File: src/sv/mwf_pkg.sv
`timescale 1ns / 1ps
// Shared constants and types for the 3x3 median window filter.
package mwf_pkg;

	localparam int MAX_WIDTH_DEF  = 1024;
	localparam int PIXEL_BITS_DEF = 24;
	localparam int CFG_BITS       = 11;
	localparam int RESET_WIDTH    = 640;
	localparam int MIN_WIDTH      = 3;
	localparam int FIRST_EMIT_COL = 2;

	localparam logic [1:0] ROWS_FULL = 2'd2;

	// Per-stage control travelling alongside the pixel data
	typedef struct packed {
		logic valid;
		logic emit;
		logic eoi;
	} mwf_ctrl_t;

endpackage

File: src/sv/mwf_if.sv


interface mwf_res_if #(
	parameter int PIXEL_BITS = 24
) ();
	logic                         valid;
	logic                         ready;
	logic signed [PIXEL_BITS-1:0] median_value;
	logic                         image_done;

	modport source (output valid, output median_value, output image_done, input ready);
	modport sink   (input valid, input median_value, input image_done, output ready);
endinterface

File: src/sv/mwf_out_skid.sv
`timescale 1ns / 1ps
// Output register with a skid stage so upstream ready does not follow the sink combinationally.
module mwf_out_skid import mwf_pkg::*; #(
	parameter int PIXEL_BITS = 24
) (
	input  logic                         clk,
	input  logic                         arst_n,
	input  logic                         in_valid,
	input  logic signed [PIXEL_BITS-1:0] in_median,
	input  logic                         in_done,
	output logic                         advance,
	mwf_res_if.source                    results
);

	logic                         out_valid_q, skid_valid_q;
	logic signed [PIXEL_BITS-1:0] out_median_q, skid_median_q;
	logic                         out_done_q, skid_done_q;
	logic                         out_free;

	assign out_free = !out_valid_q || results.ready;
	assign advance  = !skid_valid_q;

	always_ff @(posedge clk or negedge arst_n) begin
		if (!arst_n) begin
			out_valid_q  <= 1'b0;
			skid_valid_q <= 1'b0;
		end else if (out_free) begin
			out_valid_q  <= skid_valid_q || in_valid;
			skid_valid_q <= 1'b0;
		end else if (in_valid && !skid_valid_q) begin
			skid_valid_q <= 1'b1;
		end
	end

	always_ff @(posedge clk) begin
		if (out_free) begin
			if (skid_valid_q) begin
				out_median_q <= skid_median_q;
				out_done_q   <= skid_done_q;
			end else begin
				out_median_q <= in_median;
				out_done_q   <= in_done;
			end
		end else if (in_valid && !skid_valid_q) begin
			skid_median_q <= in_median;
			skid_done_q   <= in_done;
		end
	end

	assign results.valid        = out_valid_q;
	assign results.median_value = out_median_q;
	assign results.image_done   = out_done_q;

endmodule

File: src/flat_wrapper.sv
// flat-port wrapper written by rule: the top's interface ports become plain ports
module mwf_out_skid_flat import mwf_pkg::*;
#(
	parameter int PIXEL_BITS = 24
)
  (clk, arst_n, in_valid, in_median, in_done, advance, results_valid, results_median_value, results_image_done, results_ready);
  mwf_res_if #(.PIXEL_BITS(PIXEL_BITS)) results_i ();
  input  logic clk;
  input  logic arst_n;
  input  logic in_valid;
  input  logic signed [PIXEL_BITS-1:0] in_median;
  input  logic in_done;
  output logic advance;
  output wire logic [$bits(results_i.valid)-1:0] results_valid;
  output wire logic [$bits(results_i.median_value)-1:0] results_median_value;
  output wire logic [$bits(results_i.image_done)-1:0] results_image_done;
  input wire logic [$bits(results_i.ready)-1:0] results_ready;
  assign results_valid = results_i.valid;
  assign results_median_value = results_i.median_value;
  assign results_image_done = results_i.image_done;
  assign results_i.ready = results_ready;
  mwf_out_skid #(.PIXEL_BITS(PIXEL_BITS)) u_core (.clk(clk), .arst_n(arst_n), .in_valid(in_valid), .in_median(in_median), .in_done(in_done), .advance(advance), .results(results_i));
endmodule
File: config.mk
export PLATFORM = sky130hd
export DESIGN_NAME = mwf_out_skid_flat
export DESIGN_NICKNAME = d
export VERILOG_FILES = /design/src/sv/mwf_pkg.sv /design/src/sv/mwf_if.sv /design/src/sv/mwf_out_skid.sv /design/src/flat_wrapper.sv
export SDC_FILE = /design/constraint.sdc
export NUM_CORES = 1
export LEC_CHECK = 0
export ABC_AREA = 1
export BUFFER_PORTS_ARGS = -buffer_cell sky130_fd_sc_hd__buf_2
export CAP_MARGIN = 15
export CORE_ASPECT_RATIO = 0.9
export CORE_MARGIN = 2
export CORE_UTILIZATION = 50
export DETAILED_ROUTE_END_ITERATION = 8
export PLACE_DENSITY = 0.77
export SLEW_MARGIN = 0
export SYNTH_ARGS = -nofsm -noshare
export SYNTH_HDL_FRONTEND = slang
export SYNTH_SLANG_ARGS = --single-unit
File: constraint.sdc
create_clock -name clk -period 4.54 [get_ports clk]
set_input_delay 0.908 -clock clk [delete_from_list [all_inputs] [get_ports clk]]
set_output_delay 0.908 -clock clk [all_outputs]
set_load 0.02 [all_outputs]
* Word-level counts from Yosys, hierarchy flattened
Cells that the tools add are included.
Word-level totals: bits of input ports 29, bits in registers 52, output and inout port bits 27
Operators by class: mux-type cells 4, bitwise gates (word level) 1, reductions and logical operators 7
Operator list (count):
- 24-bit 2-to-1 mux | 1
- 1-bit 2-to-1 mux | 3
- 1-bit logical NOT | 2
- 1-bit logical OR | 2
- 2-bit AND reduction | 1
- 2-bit nonzero test | 1
- 1-bit logical AND | 1
- 1-bit inverter | 1

* Logic depth before layout (Yosys ltp)
depth after elaboration 4, depth in mapped cells 5, mapped depth without buffers 3

* Least setup slack after synthesis
OpenSTA, ideal clock, no wires.
kind input-to-reg, start in results_ready, end reg u_core.skid_done_q (enable), setup slack 1.436 ns, buffers on the path 0, stages on the path 3, library setup time 0.407 ns, data arrival time 2.697 ns, data required time 4.133 ns, path through inv_1 -> nand2_1 -> nor2_1
Between the ends: word-level cells in the longest chain between the ends 3
RTL lines:
- from (decl) | RTL line flat_wrapper.sv:17 | input wire logic [$bits(results_i.ready)-1:0] results_ready;
- 1-bit logical OR | RTL line mwf_out_skid.sv:20 | assign out_free = !out_valid_q || results.ready;
- named net u_core.out_free | RTL line mwf_out_skid.sv:18 | logic out_free;
- 1-bit inverter (no source line)
- 2-bit AND reduction (no source line)
- to (signal assigned) | RTL line mwf_out_skid.sv:46 | skid_done_q <= in_done;
- to (decl) | RTL line mwf_out_skid.sv:17 | logic out_done_q, skid_done_q;
The timed path passes the listed nets, and every way through them passes these cells. A chain may end at the register's enable or synchronous reset.

* Worst setup path after layout
start reg u_core.skid_valid_q, end out advance
Between the ends: word-level cells in the longest chain between the ends 1
RTL lines:
- from (decl) | RTL line mwf_out_skid.sv:15 | logic out_valid_q, skid_valid_q;
- from (signal assigned) | RTL line mwf_out_skid.sv:26 | skid_valid_q <= 1'b0;
- from (signal assigned) | RTL line mwf_out_skid.sv:29 | skid_valid_q <= 1'b0;
- from (signal assigned) | RTL line mwf_out_skid.sv:31 | skid_valid_q <= 1'b1;
- 1-bit logical NOT | RTL line mwf_out_skid.sv:21 | assign advance = !skid_valid_q;
- to (decl) | RTL line flat_wrapper.sv:13 | output logic advance;
Every way passes these cells.

==> flow_summary.yaml <==
global_routing:
  grt_pass1_vias: 1183
  antenna_found_initial: 0
  grtUsageTotal: 0.160
  grt-ovfl-total: 0
  grt_max_degree: 28
  grt_pass1_wl_mm: 5.42
setup_path:
  startpoint_type: "flip-flop"
  slowest_delay_ps: 970
  end_kind: "primary output"
  setup.worst_path.start: "u_core.skid_valid_q$_DFFE_PN0P_"
  slowest_stage: "dfrtp_1"
  crit_required_ps: 3630
  path_delay_family: "flip-flops"
  critPathBufInv: 2
  worst-path-max-fanout: 27
  worstReg2RegStart: "u_core.skid_valid_q$_DFFE_PN0P_"
  arrival_ps: 1700
  crit_type: "reg -> out"
  path_cells: "inv_8 -> buf_2"
detailed_routing:
  drtPass1Iterations: 4
  route.detailed.drc: 0
  via_per_inst: 4.86
  wl_per_cell_um: 13.1
  routed_wl_mm: 3.22
  num_vias: 1196
  ant_nets: 0
  drt_iter0_drc: 89
finish:
  finalNetCount: 228
  n_fill_cell: 286
  final_layout_size_suffix_gt1_frac: 0.375
  multi_input_area_um2: 329
  antenna_cells: 0
  register_area_um2: 1550
  area.growth.synth_to_final_pct: 20.9
flow_run:
  drv_cap: 0
timing:
  fmax_ghz: 0.383
  hold_violations: 0
  worst_slew_pin_slew_ps: 945
  rsz0062_at_grt: "false"
  fin_crit_sh: 0.575
  holdWs_ps: 380
  finClkSkew_ps: 7.78
  final-setup-viol-count: 0
  slew_violations: 0
  fin_crit_ps: 2610
  fin_setup_tns_ps: 0
  max_slew_margin: 0.370
power:
  irDropWorstVdd_uv: 296
  p_per_area_nw_per_um2: 424
  internal-power_mw: 0.771
  finalPower_mw: 1.00
  p_clk_frac: 0.301
  comb_power_share: 0.118
  p_leak_nw: 1.03
  p_sw_mw: 0.230
  p_sw_frac: 0.230
  pwr-share-seq: 0.581
synth:
  synthAdderAreaFrac: 0
  synth_area_um2: 1950
  synth-simple-area-share: 0.167
  synth-xor-area-share: 0
  synth.avg_cell_area_um2: 13.9
  yosysWarnings: 0
  seq_area_frac_synth: 0.795
  synth_compound_area_frac: 0
  synth.distinct_cells: 10
  ys_seq_elements: 52
  synth_cells: 140
  synth_nets: 169
  muxShareOfSynthArea: 0
  synth_top_family_by_area: "simple AND/OR/NAND/NOR gates"
run_status:
  status: "completed"
floorplan:
  start_util: 0.523
  ios: 56
  core_um2: 3730
  die_h_um: 63.3
  num_rows: 21
  die-width_um: 69.8
  die_area_um2: 4420
clock_network:
  cts_buffer_depth: 2
  cts_resized: 0
  clock-sinks: 52
  clk_pin_slew_ps: 80
  cts_max_level: 2
  clockRootBuffer: "clkbuf_8"
  tritoncts: "yes"
  clock_latency_ps: 300
  postCtsSetupRepairBufs: 0
  cts_hold_buffers: 0
  cts_buffers: 5
placed_design:
  place.gp.congestion: 0.745
  place.port_buffers: 55
  dp_hpwl_mm: 2.24
min_path:
  hp-class: "in -> async"
-- cells by family after synthesis --
group,after synthesis
simple gates,81
flops,52
buf+inv,7
-- cell type report --
type                       count  share of cell area
clock inverter                 2              0.0149
tap                           46              0.0244
inverter                       2             0.00637
timing repair buffer          57               0.126
sequential                    52               0.658
clock buffer                   6              0.0308
multi-input combinational     81               0.140
-- synth_stat cells --
cell type / count / area (um^2)
buf_12: 1 / 20.0
inv_1: 1 / 3.75
buf_6: 2 / 22.5
buf_4: 2 / 15.0
nor2_1: 3 / 11.3
edfxtp_1: 50 / 1500
inv_8: 1 / 11.3
nand2_1: 69 / 259
dfrtp_1: 2 / 50.1
nand2_2: 9 / 56.3
-- metal layers --
layer	vias to the layer above	part of all wire	GRT usage
met5	-	0	0
met1	561	0.41	0.187
li1	587	-	-
met2	39	0.52	0.267
met4	0	0.024	0.0865
met3	9	0.051	0.0448
-- sequential cells by signal, indices dropped and copies added, names as in the netlist --
register / count
u_core.skid_median_q: 24
u_core.skid_done_q: 1
u_core.results.valid: 1
u_core.results.image_done: 1
u_core.skid_valid_q: 1
u_core.results.median_value: 24
-- cells in the final DEF, fill, tap and decap left out --
| cell | n |
|---|---|
| buf_2 | 55 |
| buf_4 | 1 |
| buf_8 | 1 |
| bufinv_16 | 1 |
| clkbuf_1 | 1 |
| clkbuf_8 | 5 |
| clkinv_2 | 1 |
| dfrtp_1 | 2 |
| edfxtp_1 | 50 |
| inv_1 | 1 |
| inv_8 | 1 |
| nand2_1 | 69 |
| nand2_2 | 9 |
| nor2_1 | 2 |
| nor2_2 | 1 |
-- power by group through the flow --
stage	Combinational (mW)	Sequential, mW	Clock [mW]
6_report	0.118	0.582	0.301
5_1_grt	0.130	0.586	0.329
4_1_cts	0.118	0.582	0.307
3_5_place_dp	0.118	0.593	0
3_3_place_gp	0.115	0.591	0
2_1_floorplan	0.0473	0.621	0
-- final timing paths --
kind,to,slack [ps],cells past startpoint
min in group clk,u_core.results.median_value[19]$_DFFE_PP_,520,2
worst min-delay path,u_core.results.valid$_DFFE_PN0P_,380,1
worst min register to register,u_core.results.median_value[19]$_DFFE_PP_,520,2
worst max-delay path,advance,1930,2
worst max register to register,u_core.skid_median_q[8]$_DFFE_PP_,2560,4
max in group asynchronous,u_core.skid_valid_q$_DFFE_PN0P_,4060,1
-- metrics by stage --
step | utilization | worst slack [ps] | cell area [um^2] | std cells
after floorplan | - | 1440 | 1950 | 140
after global placement | 0.599 | 2180 | 2240 | 237
after detailed placement | 0.599 | 2090 | 2240 | 237
after CTS | 0.628 | 1930 | 2340 | 245
after global routing | 0.632 | 1840 | 2360 | 246
final | 0.632 | 1930 | 2360 | 246
-- worst reg2reg max path, delay by kind of cell (launching register included) --
kind / cells / cell delay [ps]
flops: 1 / 740
buf+inv: 2 / 580
simple gates: 2 / 360
(Power assumes the default switching activity.)
