==> src/sv/mwf_pkg.sv <==
`timescale 1ns / 1ps
// Shared constants and types for the 3x3 median window filter.
package mwf_pkg;

	localparam int MAX_WIDTH_DEF  = 1024;
	localparam int PIXEL_BITS_DEF = 24;
	localparam int CFG_BITS       = 11;
	localparam int RESET_WIDTH    = 640;
	localparam int MIN_WIDTH      = 3;
	localparam int FIRST_EMIT_COL = 2;

	localparam logic [1:0] ROWS_FULL = 2'd2;

	// Per-stage control travelling alongside the pixel data
	typedef struct packed {
		logic valid;
		logic emit;
		logic eoi;
	} mwf_ctrl_t;

endpackage

==> src/sv/mwf_window_median.sv <==
`timescale 1ns / 1ps
// 3x3 window of sorted columns and the two-stage median-of-nine network.
module mwf_window_median import mwf_pkg::*; #(
	parameter int PIXEL_BITS = 24
) (
	input  logic                         clk,
	input  logic                         arst_n,
	input  logic                         en,
	input  mwf_ctrl_t                    ctrl_s1,
	input  logic signed [PIXEL_BITS-1:0] upper_s1,
	input  logic signed [PIXEL_BITS-1:0] middle_s1,
	input  logic signed [PIXEL_BITS-1:0] pixel_s1,
	output mwf_ctrl_t                    ctrl_out,
	output logic signed [PIXEL_BITS-1:0] median_out
);

	typedef logic signed [PIXEL_BITS-1:0] pix_t;

	function automatic pix_t min2(input pix_t a, input pix_t b);
		return (a < b) ? a : b;
	endfunction

	function automatic pix_t max2(input pix_t a, input pix_t b);
		return (a > b) ? a : b;
	endfunction

	function automatic pix_t med3(input pix_t a, input pix_t b, input pix_t c);
		return max2(min2(a, b), min2(max2(a, b), c));
	endfunction

	pix_t      col_lo, col_md, col_hi;
	pix_t      lo_q [3];
	pix_t      md_q [3];
	pix_t      hi_q [3];
	mwf_ctrl_t ctrl_s2, ctrl_s3;
	pix_t      lo_max_s3, md_med_s3, hi_min_s3;

	// sort the incoming column
	always_comb begin
		col_lo = min2(min2(upper_s1, middle_s1), pixel_s1);
		col_hi = max2(max2(upper_s1, middle_s1), pixel_s1);
		col_md = med3(upper_s1, middle_s1, pixel_s1);
	end

	always_ff @(posedge clk) begin
		if (en && ctrl_s1.valid && !ctrl_s1.eoi) begin
			lo_q[0] <= lo_q[1];
			lo_q[1] <= lo_q[2];
			lo_q[2] <= col_lo;
			md_q[0] <= md_q[1];
			md_q[1] <= md_q[2];
			md_q[2] <= col_md;
			hi_q[0] <= hi_q[1];
			hi_q[1] <= hi_q[2];
			hi_q[2] <= col_hi;
		end
	end

	always_ff @(posedge clk) begin
		if (en) begin
			lo_max_s3 <= max2(max2(lo_q[0], lo_q[1]), lo_q[2]);
			md_med_s3 <= med3(md_q[0], md_q[1], md_q[2]);
			hi_min_s3 <= min2(min2(hi_q[0], hi_q[1]), hi_q[2]);
		end
	end

	always_ff @(posedge clk or negedge arst_n) begin
		if (!arst_n) begin
			ctrl_s2 <= '0;
			ctrl_s3 <= '0;
		end else if (en) begin
			ctrl_s2 <= ctrl_s1;
			ctrl_s3 <= ctrl_s2;
		end
	end

	always_comb begin
		ctrl_out   = ctrl_s3;
		median_out = ctrl_s3.eoi ? '0 : med3(lo_max_s3, md_med_s3, hi_min_s3);
	end

endmodule

==> config.mk <==
export PLATFORM = sky130hd
export DESIGN_NAME = mwf_window_median
export DESIGN_NICKNAME = d
export VERILOG_FILES = /design/src/sv/mwf_pkg.sv /design/src/sv/mwf_window_median.sv
export SDC_FILE = /design/constraint.sdc
export NUM_CORES = 1
export LEC_CHECK = 0
export BUFFER_PORTS_ARGS = -buffer_cell sky130_fd_sc_hd__buf_2
export CAP_MARGIN = 0
export CORE_MARGIN = 8
export CORE_UTILIZATION = 43
export DETAILED_ROUTE_END_ITERATION = 10
export GPL_TIMING_DRIVEN = 0
export PLACE_DENSITY_LB_ADDON = 0.2
export RECOVER_POWER = 100
export SLEW_MARGIN = 0
export SYNTH_ARGS = -nofsm -noshare
export SYNTH_HDL_FRONTEND = slang
export SYNTH_SLANG_ARGS = --single-unit
==> constraint.sdc <==
create_clock -name clk -period 7.3 [get_ports clk]
set_input_delay 0.73 -clock clk [delete_from_list [all_inputs] [get_ports clk]]
set_output_delay 0.73 -clock clk [all_outputs]
set_load 0.02 [all_outputs]
Word-level counts from Yosys, hierarchy flattened
Memory sizes are Yosys's and may differ from the RTL's.
Index checks and enable logic that the tools add are counted.
- flip-flop bits (word level): 78
- memory bits (writable): 216
- input bits: 78
- output and inout port bits: 27
- word-level logic and storage cells: 54
- memories kept: 3
- memories (memory ; words ; bits a word ; rd ports ; clocked after Yosys merged registers in ; write ports ; RTL line ; source):
    hi_q ; 3 ; 24 ; 3 ; 0 ; 3 ; mwf_window_median.sv:34 ; pix_t hi_q [3];
    lo_q ; 3 ; 24 ; 3 ; 0 ; 3 ; mwf_window_median.sv:32 ; pix_t lo_q [3];
    md_q ; 3 ; 24 ; 3 ; 0 ; 3 ; mwf_window_median.sv:33 ; pix_t md_q [3];
- $lt $le $gt $ge: 18
- mux-type cells: 21
- reduce and logical (&&, ||, !) cells: 3
- operators with widths (operator ; number):
    2-to-1 mux 24 bit ; 19
    greater-than comparator 24 bit ; 9
    less-than comparator 24 bit ; 9
    logical AND 1 bit ; 2
    2-to-1 mux 1 bit ; 2
    logical NOT 1 bit ; 1

Logic depth before layout (Yosys ltp)
Gate-level depths: netlist of the first run.
- word-level depth: 7
- depth in mapped cells: 34
- depth with buffers taken out: 30

Least setup slack after synthesis of the first run
No wires, ideal clock.
- path kind: in2reg
- from: input port en
- to: memory hi_q[0][0] in the netlist's numbering, enable pin
- setup time: 0.795 ns
- arrival time: 10.022 ns
- required time: 6.505 ns
- slack: -3.517 ns
- stages: 3
- path buffers: 1
- cells stage by stage: clkbuf_1 nand2_1 nor2_1
- RTL lines (element ; RTL line ; source):
    start: declaration ; mwf_window_median.sv:8 ; input logic en,
    end: declaration ; mwf_window_median.sv:34 ;

Final worst setup path of the first run
- from: register md_med_s3[23]
- to: output port median_out[0]
- cells in the longest elaborated chain, start to end: 7
- elaborated cells between the ends (all ways): 9
- those cells by class: order compare (4); mux (5)
- ends and longest elaborated chain (element ; RTL line ; source):
    start: declaration ; mwf_window_median.sv:36 ; pix_t lo_max_s3, md_med_s3, hi_min_s3;
    start signal: assignment ; mwf_window_median.sv:62 ; md_med_s3 <= med3(md_q[0], md_q[1], md_q[2]);
    greater-than comparator 24 bit ; mwf_window_median.sv:24 ; return (a > b) ? a : b;
    2-to-1 mux 24 bit ; mwf_window_median.sv:24 ;
    less-than comparator 24 bit ; mwf_window_median.sv:20 ; return (a < b) ? a : b;
    2-to-1 mux 24 bit ; mwf_window_median.sv:20 ;
    greater-than comparator 24 bit ; mwf_window_median.sv:24 ;
    2-to-1 mux 24 bit * ; mwf_window_median.sv:24 ;
    2-to-1 mux 24 bit * ; mwf_window_median.sv:79 ; median_out = ctrl_s3.eoi ? '0 : med3(lo_max_s3, md_med_s3, hi_min_s3);
    end: declaration ; mwf_window_median.sv:14 ; output logic signed [PIXEL_BITS-1:0] median_out
Every way passes the cells marked *; elsewhere a longest branch is shown, timed or not.

==> run metrics, run 1 <==
post-route cell area=0.0271 mm²; CP max-delay cell=or4_4; Gate Count Post-Synth=2,139; starting density of the core=0.434; Site Rows=84; required time of the critical path=6.57 ns; IO Pins=105; Layout Skew=0.0161 ns; clock latency on the worst-skew pair=0.54 ns; EDFF count, synth=288; CTS max path bufs=3; status=complete, but fails checks; core area=0.0523 mm²; GP Congestion=0.974; ys flop type=edfxtp_1; DRT iter0 DRCs=1,118; Async S/R FF share, synth=0.0204; # nets final=2,766; placed inst area=0.0243 mm²; total global routing overflow=0; ANT nets after route=0; Hold Path Class=in2reg; Synth Warn #=0; largest net degree at the start of global routing=74; Via density=5.62; post-route setup slack=-0.822 ns; Total GRT Usage=0.228; Min Hold Slack=0.440 ns; Met1 Wirelength=31,000 µm; root buffer cell=clkbuf_16; Slew @ Worst Pin=4.05 ns; DRC errors left=0; Die H=246 µm; Setup crit end kind=output pin; Mean Syn Cell Area=10.6 µm²; drt pass-1 iters=6; Netlist Area Pre-Place=0.0227 mm²; Layout area overhead=19.4%; final wirelength=70,500 µm; metal2 WL=33,200 µm; Lkg Pwr=0.0120 µW; worst rel slew slack=-1.70; Die Span X=246 µm; violated checks=max-capacitance violations, max-slew violations, negative setup slack; hpwl dp=56,900 µm; Met3 Routed Length=2980 µm; final setup vio count=48; buffers added on ports=104; Placed Cells=2,938; max incr delay on CP=0.56 ns; post-synth net total=2,548; Max FO, Critical Path=5; top sig layer=met5; number of global-route vias before repair=17,600; total CTS buffers=35; CTS tree=built; H-tree depth=2; first-pass GRT wire length=105,000 µm; library cells used by synthesis=72; setup TNS=-27.76 ns; Max Transition Viols Final=93; final hold violations=0; startpoint class of the critical path=register; ratio of cells with drive above 1 in the final layout=0.228; RSZ-0062 raised after global routing=yes; Peak VDD IR=0.277 mV; Place WS=-1.53 ns; DR vias=17,300; Sink Count=294; worst path bufs/invs=8; Pwr Density=305 mW/mm²; final period utilization=1.11; final critical-path required period=8.12 ns; Achievable Freq=123 MHz; number of max-cap violations=2; initial antenna violation count=5; Worst Path Arrival=7.39 ns; synthesized flop and latch total=294; routed len/inst=22.9 µm; Non-Filler Instances=3,072; Worst path most repeated cell=buf_6; Setup Crit Path Kind=reg2out; die area=0.0604 mm²; clock slew at reported path FFs=0.06 ns; post-synthesis sequential area ratio=0.388; Top delay family on crit path=simple AND/OR/NAND/NOR gates
report_power, final:
| part | internal [µW] | leakage [µW] | total (µW) | switching, µW |
|---|---|---|---|---|
| registers | 2030 | 0.00277 | 2150 | 120 |
| clock network | 931 | 0.000515 | 1630 | 698 |
| logic | 2130 | 0.00872 | 4480 | 2350 |
| total | 5090 | 0.0120 | 8260 | 3160 |
cell usage after synthesis, types with 7 or more instances:
library cell	instances	area, µm²
o21a_1	15	113
inv_1	299	1120
a211oi_1	23	173
and4_1	9	78.8
a21o_1	55	413
a21oi_1	126	631
a221oi_1	16	140
ha_1	331	4140
o21ai_1	21	105
clkbuf_1	37	139
buf_2	16	80.1
nand4_1	46	288
edfxtp_1	288	8650
nor3_1	12	60.1
nand3_1	47	235
mux2_4	20	300
a22oi_1	12	90.1
nor2_1	116	435
o21ai_0	90	450
and3_1	7	43.8
o211ai_1	14	105
nand2b_1	14	87.6
mux2i_1	160	1600
nor2b_1	18	113
nand2_1	90	338
mux2_2	146	1640
o221a_2	11	124
area by class of cell:
type / count / area (µm²)
multi-input combinational: 1484 / 13500
inverter: 300 / 1130
clock inverter: 18 / 144
antenna: 1 / 2.50
clock buffer: 45 / 913
sequential: 294 / 8800
timing repair buffer: 183 / 1350
fill: 4736 / 25200
tap: 688 / 861
buffer: 59 / 418
per-layer routing:
| layer | global-route usage | up-vias |
|---|---|---|
| met5 | 0 | - |
| met4 | 0.0995 | 2 |
| li1 | - | 8341 |
| met2 | 0.385 | 466 |
| met1 | 0.292 | 8337 |
| met3 | 0.0281 | 124 |
cells by family after synthesis:
kind of cell | count (synthesis) | synth area share
XOR/XNOR | 1 | 0.000386
flip-flops | 294 | 0.388
AND/OR/NAND/NOR | 387 | 0.0832
adder cells (fa/ha/maj) | 331 | 0.183
AO/OA/AOI/OAI | 438 | 0.126
buffers and inverters | 361 | 0.0629
multiplexers | 327 | 0.157
sequential cells by signal, summed over array words and instances (netlist names):
register and count:
hi_q 72, ctrl_s2 3, md_q 72, hi_min_s3 24
lo_q 72, md_med_s3 24, lo_max_s3 24, ctrl_out 3
per-stage QoR:
step / utilization / total power (µW)
floorplan: - / 4170
global placement: 0.461 / 5080
detailed placement: 0.464 / 5120
CTS: 0.507 / 7720
global route: 0.518 / 8680
finish: 0.518 / 8260
layout by cell type, fill, tap and decap left out, types with 7 or more instances in the layout:
cell type,count
ha_1,318
inv_1,298
edfxtp_1,288
mux2i_1,128
a21oi_1,116
nor2_1,113
mux2_2,112
nand2_1,88
o21ai_0,82
buf_2,80
buf_4,64
a21o_1,55
clkbuf_1,50
nand4_1,46
clkbuf_16,37
buf_6,33
nand3_1,31
mux2_1,29
mux2_4,26
a211oi_1,19
nor2b_1,18
o21ai_4,16
mux2i_4,16
mux2i_2,16
a221oi_1,16
o21a_1,15
o211ai_1,14
nand3_2,14
nand2b_1,12
ha_4,12
a22oi_1,11
o221a_2,11
a21oi_2,9
and4_1,8
nor3_1,8
buf_12,8
o21ai_1,7
repair_timing:
| item | in CTS | in global routing |
|---|---|---|
| setup buffers | 37 | 33 |
| gates resized for setup | 180 | 108 |
| hold buffers | 1 | 0 |
| cloned | 3 | 0 |
| pin swaps | 31 | 44 |
| endpoints found under the setup margin | 72 | 79 |
| endpoints found under the hold margin | 6 | 0 |
worst paths after layout:
kind | from | to | slack [ns] | depth (start not counted)
setup / recovery | md_med_s3[23] | median_out[0] | -0.82 | 33
hold / removal | ctrl_s1[1] | ctrl_s2[1] | 0.44 | 2
setup reg to reg | md_q[0][11] | md_med_s3[5] | 0.19 | 29
hold reg to reg | hi_q[0][30] | hi_q[0][6] | 0.45 | 0
max in group asynchronous | arst_n | ctrl_s2[0] | 6.47 | 2
min in group asynchronous | arst_n | ctrl_s2[2] | 0.60 | 2
No activity file was read; power rests on OpenSTA's default activity.
==> run 2, diff against run 1 <==
MAX_ROUTING_LAYER = met4   (was not set)
==> run metrics, run 2 (same netlist as run 1, synthesis figures left out) <==
post-route cell area=0.0272 mm² (+0.33%); Place WS=-1.70 ns (-0.174 ns); Layout Skew=0.0302 ns (+0.0141 ns); starting density of the core=0.434 (unchanged); CTS tree=built; most frequent cells in the layout=308 x ha_1, 293 x inv_1, 288 x edfxtp_1; Slew @ Worst Pin=4.00 ns (-0.0510 ns); root buffer cell=clkbuf_16; Max FO, Critical Path=7 (+2); Setup crit end kind=output pin; Layout area overhead=19.8%; Hold Path Class=in2reg; die area=0.0604 mm² (unchanged); placed inst area=0.0243 mm² (+0.11%); H-tree depth=2 (unchanged); final critical-path required period=8.28 ns (+0.158 ns); final setup vio count=48 (unchanged); Die H=246 µm (unchanged); ratio of cells with drive above 1 in the final layout=0.230 (+0.00152); worst rel slew slack=-1.66 (+0.0340); Total GRT Usage=0.230 (+0.00235); DRC errors left=0 (unchanged); final wirelength=69,800 µm (-1.0%); final hold violations=0 (unchanged); Worst Path Arrival=7.55 ns (+0.16 ns); R2R Setup Slk=0.18 ns (about the same); core area=0.0523 mm² (unchanged); initial antenna violation count=4 (-1); IO Pins=105 (unchanged); Psw=3130 µW (-1.2%); buffers added on ports=104 (unchanged); Worst path most repeated cell=buf_6; Net Sw Frac=0.378 (-0.00533); CTS max path bufs=3 (unchanged); part of the power in the clock network=0.215 (+0.018); total CTS buffers=35 (unchanged); CP max-delay cell=or4_4; Setup Crit Path Kind=reg2out; Min Hold Slack=0.438 ns (-0.00176 ns); biggest regs=hi_q (72), lo_q (72), md_q (72); drt pass-1 iters=6 (unchanged); GP Congestion=0.996 (+2.3%); Logic pwr share=0.525 (-0.018); clock latency on the worst-skew pair=0.55 ns (about the same); final period utilization=1.13 (+0.0216); total power=8270 µW (+0.16%); max incr delay on CP=0.55 ns (about the same); clock slew at reported path FFs=0.06 ns (about the same); first-pass GRT wire length=105,000 µm (-0.69%); startpoint class of the critical path=register; commonest non-fill, non-tap cell in the layout=ha_1; Max Transition Viols Final=199 (+110%); Peak VDD IR=0.249 mV (-10%); # nets final=2,772 (+0.22%); final design utilization=0.519 (+0.00170); total global routing overflow=0 (unchanged); status=complete, but fails checks; Internal Power=5140 µW (+1.0%); hpwl dp=55,300 µm (-2.8%); routed len/inst=22.7 µm (-1.3%); ANT nets after route=0 (unchanged); post-route setup slack=-0.980 ns (-0.158 ns); RSZ-0062 raised after global routing=yes; Achievable Freq=121 MHz (-1.9%); Via density=5.72 (+1.8%); number of global-route vias before repair=17,500 (-0.50%); Reg power frac=0.260 (about the same); # fillers=4,633 (-2.2%); number of max-cap violations=5 (+3); DR vias=17,600 (+2.0%); Pwr Density=304 mW/mm² (-0.16%); Sink Count=294 (unchanged); Lkg Pwr=0.0120 µW (-0.29%); largest net degree at the start of global routing=73 (-1.4%); violated checks=max-capacitance violations, max-slew violations, negative setup slack; DRT iter0 DRCs=1,180 (+5.5%); required time of the critical path=6.57 ns (about the same); Site Rows=84 (unchanged); Die Span X=246 µm (unchanged)
-- run 2: power groups by stage --
stage          Sequential (µW)  Clock [µW]  Combinational, µW
5_1_grt                   2160        1900               4620
3_3_place_gp              2180           0               2870
6_report                  2150        1780               4340
3_5_place_dp              2180           0               2940
2_1_floorplan             2110           0               2060
4_1_cts                   2140        1830               3990
-- run 2: worst paths after layout --
check,startpoint,end,cells after the start
max in group asynchronous,arst_n,ctrl_out[0],2
min in group asynchronous,arst_n,ctrl_out[2],2
worst min-delay path,ctrl_s1[2],ctrl_s2[2],3
worst max-delay path,md_med_s3[20],median_out[15],32
worst max register to register,md_q[0][47],md_med_s3[18],28
worst min register to register,hi_q[0][36],hi_q[0][12],0
-- run 2: critical path: cells and delay by family, from the launching register on --
kind            cells  cell delay [ns]
simple gates       11             2.66
compound gates      7             1.45
buf+inv             9             1.24
fa+ha+maj           3             0.64
mux                 2             0.55
flops               1             0.44
-- run 2: stage by stage --
| stage | std cells | TNS (ns) |
|---|---|---|
| after floorplan | 2139 | -1.72 |
| after global placement | 2931 | -846.77 |
| after detailed placement | 2939 | -76.42 |
| after CTS | 3042 | -16.13 |
| after global routing | 3079 | -55.94 |
| final | 3079 | -35.10 |
-- run 2: final cells by class --
class / instances / area, µm² / share of cell area
repair buffers: 189 / 1350 / 0.0495
multi-input cells: 1484 / 13500 / 0.496
inverters: 300 / 1130 / 0.0414
plain buffers: 59 / 405 / 0.0149
well taps: 688 / 861 / 0.0317
diodes: 2 / 5.00 / 0.000184
clock buffers: 37 / 883 / 0.0325
flip-flops and latches: 294 / 8800 / 0.324
clock inverters: 26 / 282 / 0.0104
-- run 2: timing repair --
action                                 4_1_cts  5_1_grt
resized for setup                          205       72
setup endpoints to repair                   72       80
setup buffers                               37       36
gates cloned                                 3        2
hold buffers                                 1        0
pin swaps                                   30       33
endpoints found under the hold margin        6        0
-- run 2: metal layers --
layer	global-route usage	routed length (µm)	vias up
met4	0.0871	3050	0
met1	0.300	31100	8546
met2	0.367	32400	552
met3	0.0261	3210	130
met5	-	0	-
li1	-	-	8385
==> run 3, diff against run 2 <==
CTS_BUF_LIST = sky130_fd_sc_hd__clkbuf_8   (was not set)
==> run metrics, run 3 (same netlist as run 1, synthesis figures left out) <==
status=complete, but fails checks; violated checks=max-capacitance violations, max-slew violations, negative setup slack; biggest regs=hi_q (72), lo_q (72), md_q (72); CTS max path bufs=3 (unchanged); IO Pins=105 (unchanged); Site Rows=84 (unchanged); Setup crit end kind=output pin; Layout Skew=0.0385 ns (+0.00835 ns); Pwr Density=294 mW/mm² (-3.5%); Worst Path Arrival=7.61 ns (+0.06 ns); DR vias=17,700 (+0.42%); worst rel slew slack=-1.66 (+0.00665); commonest non-fill, non-tap cell in the layout=ha_1; CTS tree=built; number of global-route vias before repair=17,700 (+1.2%); max incr delay on CP=0.55 ns (about the same); Setup Crit Path Kind=reg2out; RSZ-0062 raised after global routing=yes; Achievable Freq=120 MHz (-0.71%); total power=7900 µW (-4.4%); ANT nets after route=0 (unchanged); final design utilization=0.514 (-0.00502); Non-Filler Instances=3,105 (+0.84%); GP Congestion=0.996 (unchanged); Max FO, Critical Path=7 (unchanged); startpoint class of the critical path=register; first-pass GRT wire length=105,000 µm (+0.38%); hold path depth=3 (unchanged); Die H=246 µm (unchanged); Top delay family on crit path=simple AND/OR/NAND/NOR gates; largest net degree at the start of global routing=73 (unchanged); Placed Cells=2,939 (unchanged); Worst path most repeated cell=buf_6; Total GRT Usage=0.231 (+0.000614); total CTS buffers=52 (+49%); root buffer cell=clkbuf_8; # nets final=2,788 (+0.58%); H-tree depth=2 (unchanged); required time of the critical path=6.57 ns (about the same); worst path bufs/invs=9 (unchanged); final period utilization=1.14 (+0.00812); core area=0.0523 mm² (unchanged); cells on worst reg2reg path=28 (unchanged); post-route setup slack=-1.04 ns (-0.0593 ns); initial antenna violation count=5 (+1); clock latency on the worst-skew pair=0.63 ns (+0.08 ns); number of max-cap violations=5 (unchanged); buffers added on ports=104 (unchanged); Lkg Pwr=0.0119 µW (-0.23%); final wirelength=70,200 µm (+0.58%); Layout area overhead=18.7%; clock slew at reported path FFs=0.06 ns (about the same); final hold violations=0 (unchanged); total global routing overflow=0 (unchanged); CP max-delay cell=or4_4; DRT iter0 DRCs=1,258 (+6.6%); starting density of the core=0.434 (unchanged); final setup vio count=48 (unchanged); post-route cell area=0.0269 mm² (-0.97%); most frequent cells in the layout=308 x ha_1, 304 x inv_1, 288 x edfxtp_1; setup TNS=-40.38 ns (-5.28 ns); ratio of cells with drive above 1 in the final layout=0.227 (-0.00238); die area=0.0604 mm² (unchanged); Max Transition Viols Final=199 (unchanged); DRC errors left=0 (unchanged); routed len/inst=22.6 µm (-0.26%); placed inst area=0.0243 mm² (unchanged); Sink Count=294 (unchanged); Via density=5.70 (-0.42%); Peak VDD IR=0.248 mV (-0.40%); drt pass-1 iters=6 (unchanged); Slew @ Worst Pin=3.99 ns (-0.00998 ns); hpwl dp=55,300 µm (unchanged); final critical-path required period=8.34 ns (+0.0593 ns); cell depth of the worst setup path=32 (unchanged); Hold Path Class=in2reg; Die Span X=246 µm (unchanged)
## run 3: cell types whose count changed in the layout (fill, tap and decap cells not counted), sizes merged
| cell | change |
|---|---|
| clkbuf | +15 |
| buf | -1 |
| bufinv | -3 |
| diode | +1 |
| clkinvlp | -1 |
| inv | +10 |
| clkinv | +5 |
## run 3: worst reg2reg max path: cells and delay by family, from the launching register on
| kind | cells | cell delay [ns] |
|---|---|---|
| compound gates | 13 | 2.80 |
| mux | 4 | 1.01 |
| fa+ha+maj | 3 | 0.94 |
| buf+inv | 4 | 0.86 |
| simple gates | 3 | 0.64 |
| flops | 1 | 0.46 |
| xor+xnor | 1 | 0.19 |
## run 3: worst paths after layout
path,from,to,slack (ns)
worst max-delay path,md_med_s3[18],median_out[15],-1.04
worst min-delay path,ctrl_s1[2],ctrl_s2[2],0.37
worst max register to register,md_q[0][23],md_med_s3[20],0.23
worst min register to register,hi_q[0][36],hi_q[0][12],0.44
max in group asynchronous,arst_n,ctrl_out[0],6.52
min in group asynchronous,arst_n,ctrl_out[2],0.54
## run 3: where the power goes
group	leakage [µW]	switching [µW]	internal [µW]
Combinational	0.00864	2290	2040
Sequential	0.00277	121	2030
Clock	0.000528	691	735
## run 3: repair_timing
action | CTS | global route
pin swaps | 30 | 28
gates cloned | 3 | 1
hold buffers | 1 | 0
endpoints found under the hold margin | 6 | 0
buffers inserted | 39 | 34
gates resized for setup | 204 | 63
endpoints found under the setup margin | 72 | 79
## run 3: layout make-up
class	count	area [µm²]
antenna	3	7.51
buffer	59	400
clock buffer	52	716
clock inverter	37	223
fill	4703	25400
inverter	300	1130
multi-input combinational	1484	13500
sequential	294	8800
tap	688	861
timing repair buffer	188	1340
## run 3: through the flow
step / hold slack [ns] / setup WS [ns]
floorplan: 0.426 / -0.0864
global route: 0.351 / -1.33
finish: 0.367 / -1.04
CTS: 0.319 / -0.836
detailed placement: 0.434 / -1.70
global placement: 0.430 / -3.59
## run 3: per-layer routing
| layer | wire length (µm) | part of all wire | up-vias | GRT usage |
|---|---|---|---|---|
| met3 | 3210 | 0.046 | 139 | 0.0260 |
| met2 | 32800 | 0.47 | 555 | 0.372 |
| met4 | 2830 | 0.040 | 0 | 0.0848 |
| met1 | 31300 | 0.45 | 8571 | 0.299 |
| li1 | - | - | 8422 | - |
| met5 | 0 | 0 | - | - |
